$ cat config.mk
export PLATFORM = sky130hd
export DESIGN_NAME = gcvb_ram
export DESIGN_NICKNAME = d
export VERILOG_FILES = /design/src/sv/graph_cut_vertex_and_bridge_finder_macros.svh /design/src/sv/gcvb_ram.sv
export SDC_FILE = /design/constraint.sdc
export NUM_CORES = 1
export LEC_CHECK = 0
export BUFFER_PORTS_ARGS = -buffer_cell sky130_fd_sc_hd__buf_2
export CAP_MARGIN = 15
export CORE_MARGIN = 10
export CORE_UTILIZATION = 45
export DETAILED_ROUTE_END_ITERATION = 6
export RECOVER_POWER = 25
export REMOVE_ABC_BUFFERS = 1
export SLEW_MARGIN = 10
export SYNTH_ARGS = -nofsm -noshare
export SYNTH_HDL_FRONTEND = slang
export SYNTH_SLANG_ARGS = --single-unit
$ cat constraint.sdc
create_clock -name clk -period 2.4 [get_ports clk]
set_input_delay 0.24 -clock clk [delete_from_list [all_inputs] [get_ports clk]]
set_output_delay 0.24 -clock clk [all_outputs]
set_load 0.01 [all_outputs]
$ cat src/sv/graph_cut_vertex_and_bridge_finder_macros.svh
// ----------------------------------------------------------------------------
// Assertion macros for the graph cut-vertex and bridge finder.
// Every assertion is clocked on clk and held off while rst is high.
// ----------------------------------------------------------------------------
`ifndef GRAPH_CUT_VERTEX_AND_BRIDGE_FINDER_MACROS_SVH
`define GRAPH_CUT_VERTEX_AND_BRIDGE_FINDER_MACROS_SVH
`ifndef NO_ASSERTIONS
// A condition that must hold at every clock edge.
`define GCVB_ASSERT(lbl, cond, msg) \
  lbl: assert property (@(posedge clk) disable iff (rst) (cond)) else $error(msg);
// A condition that must hold in the cycle after a trigger.
`define GCVB_ASSERT_NEXT(lbl, ante, cons, msg) \
  lbl: assert property (@(posedge clk) disable iff (rst) (ante) |=> (cons)) else $error(msg);
`else
`define GCVB_ASSERT(lbl, cond, msg)
`define GCVB_ASSERT_NEXT(lbl, ante, cons, msg)
`endif
`endif

$ cat src/sv/gcvb_ram.sv
// ----------------------------------------------------------------------------
// gcvb_ram
// Generic single-write, single-read RAM with registered read data.
// ----------------------------------------------------------------------------
module gcvb_ram #(
  parameter int WIDTH = 8,
  parameter int DEPTH = 16
) (
  input  logic                     clk,
  input  logic                     we,
  input  logic [$clog2(DEPTH)-1:0] waddr,
  input  logic [WIDTH-1:0]         wdata,
  input  logic [$clog2(DEPTH)-1:0] raddr,
  output logic [WIDTH-1:0]         rdata
);

  logic [WIDTH-1:0] mem [DEPTH];

  // Write port and registered read port.
  always_ff @(posedge clk) begin
    if (we) begin
      mem[waddr] <= wdata;
    end
    rdata <= mem[raddr];
  end

endmodule

==> results.md <==
- Setup TNS: 0 ps
- Least-Margin Pin Slew: 774 ps
- Clk network pwr share: 0.498
- Storage cell area: 4000 um^2
- Cts repair resizes: 0
- Clock transition at path regs: 60 ps
- Pwr per Cell Area: 934 nW/um^2
- Gp weighted congestion: 0.715
- 1st-pass router iterations: 4
- CTS tree: done
- First-pass GRT wire length: 15400 um
- Sw Pwr: 0.00111 W
- Clk_lat worst skew: 410 ps
- Remaining global-route overflow: 0
- Routed Antenna Nets: 0
- Final #Nets: 306
- Initial Utilization: 0.467
- Critical Path Start Type: input port
- Worst r2r path cells: 3
- Max-slew headroom: 0.483
- Area leader, netlist: edfxtp_1
- Post-CTS Setup Bufs: 0
- Commonest cells in the netlist: 128 x edfxtp_1, 18 x mux4_2, 16 x a22oi_1, 14 x mux4_1, 13 x nor2_1
- Synth warnings: 0
- Die X: 127 um
- Status: completed
- Post-Synthesis Cells: 229
- Reg2reg end: rdata[1]
- Fin crit period: 1430 ps
- Drt wl/cell: 22.9 um
- Core region area: 11000 um^2
- Worst Path Class, Setup: input port to flop
- GR Util All Layers: 0.132
- Worst IR drop on VDD: 0.000399 V
- Largest net degree at the start of global routing: 21
- H-tree depth: 4
- Initial DRC Count: 183
- Worst EP required: 2690 ps
- RSZ-0062 raised after global routing: no
- Post-synth top area share: 0.747
- Chip height: 127 um
- Final setup viols: 0
- Die area: 16100 um^2
- Total power: 0.00583 W
- WHS: 222 ps
- CP endpoint: rdata[4]
- CTS root buf: clkbuf_16
- Ys flop type: edfxtp_1
- CP max FO: 20
- Area of the multi-input gates: 1060 um^2
- Fin. max-slew vios: 0
- Placed Cells: 409
- Synth unique cells: 19
- Final hold vios: 0
- Count leader, synth: edfxtp_1
- Static leakage: 2.14 nW
- Combinational power share: 0.043
- Diode count: 0
- Fin Clk Skew: 3.99 ps
- Final Worst Setup Slack: 974 ps
- Number of synthesized flops with an enable pin: 128
- IO Port Bufs: 25
- Top area cells in the synthesized netlist: edfxtp_1 75%, mux4_2 7.9%, mux4_1 7.1%, dfxtp_1 3.1%, a22oi_1 2.3%
- Hold WC Path Type: input port to flop
- Share of layout cells above drive strength 1: 0.316
- Worst Path Arrival: 1720 ps
- Fmax: 0.701 GHz
- Sequential-to-total area share from yosys stat: 0.778
- Avg Cell Area, Syn: 22.5 um^2
- Max cap viols: 0
- Net Sw Frac: 0.191
- Internal power: 0.00471 W
- Hold-fix buffers at CTS: 0
- Kind of end point of the critical path: flop
- Detailed Route WL: 10100 um
- Cts bufs inserted: 17
- I/O Pins: 26
- # fillers: 847
- Layout area overhead: 21.3%
- Synth async-reset ratio: 0
- Tcrit/Tclk final: 0.594
- Clock Path Buffers: 2
- Vias/cell: 5.56
- R2R Path Start: mem[1][1]
- FF+latch count, synth: 136
- Post-DP HPWL: 6630 um
- Post-Layout Cell Count: 441
- Pre-CTS setup slack: 518 ps
- Mapped cell area: 5150 um^2
- R2r setup slk: 970 ps
- Initial antenna violation count: 0
- Vias in the first global route: 2495
- Row cnt: 38
- DRC Markers: 0
- CTS sink cnt: 136
- Seq pwr share: 0.459
- Worst setup path startpoint: raddr[0]
- Total vias in the final route: 2450
placed cells by master (no fill, tap or decap), types with 3 or more instances in the layout:
cell type	instances
a22oi_1	16
buf_2	19
buf_4	23
bufinv_16	6
clkbuf_1	6
clkbuf_16	17
clkinv_4	3
clkinvlp_4	4
dfxtp_1	8
edfxtp_1	128
mux4_1	14
mux4_2	18
nand2_1	9
nor2_1	13
nor3_1	4
power by group through the flow:
stage | logic, W | clock network (W) | registers, W
after floorplan | 0.000106 | 0 | 0.00272
after global placement | 0.000255 | 0 | 0.00272
after detailed placement | 0.000261 | 0 | 0.00272
after CTS | 0.000261 | 0.00296 | 0.00267
after global routing | 0.000277 | 0.00307 | 0.00268
final | 0.000252 | 0.00290 | 0.00267
metal layers:
layer | vias to the layer above | track usage | share of wire
met4 | 0 | 0.0563 | 0.012
li1 | 1098 | - | -
met1 | 1266 | 0.174 | 0.44
met5 | - | 0 | 0
met3 | 9 | 0.0441 | 0.061
met2 | 77 | 0.196 | 0.49
worst max-delay path: stages:
cell and delay (ps):
buf_2 290, buf_12 250, mux4_1 560, a22oi_1 280, nand2_1 80
flip-flops by register name (all words and copies together), names as in the netlist:
register,count
mem,128
rdata,8
final cells by class:
type,instances,area share
tap,140,0.0281
clock buffer,17,0.0681
multi-input combinational,83,0.169
clock inverter,15,0.0401
timing repair buffer,50,0.0529
sequential,136,0.641
how the worst min path moves through the flow:
stage             start          to  slack (ps)  cells after the start
5_1_grt        wdata[4]  mem[11][4]         220                      1
2_1_floorplan  wdata[0]   mem[0][0]         340                      0
3_5_place_dp   rdata[1]    rdata[1]         640                      1
6_report       wdata[4]  mem[11][4]         220                      1
4_1_cts        wdata[6]   mem[1][6]         200                      1
3_3_place_gp   wdata[6]   mem[4][6]         640                      1
stage by stage:
step                 util  cell area (um^2)
floorplan               -              5060
global placement    0.505              5570
detailed placement  0.505              5570
CTS                 0.567              6250
global route        0.566              6240
finish              0.566              6240
cells by family after synthesis:
logic type / synth area share
simple gates: 0.0318
buf+inv: 0.0168
mux: 0.150
flops: 0.778
compound gates: 0.0233
(Power assumes the default switching activity.)
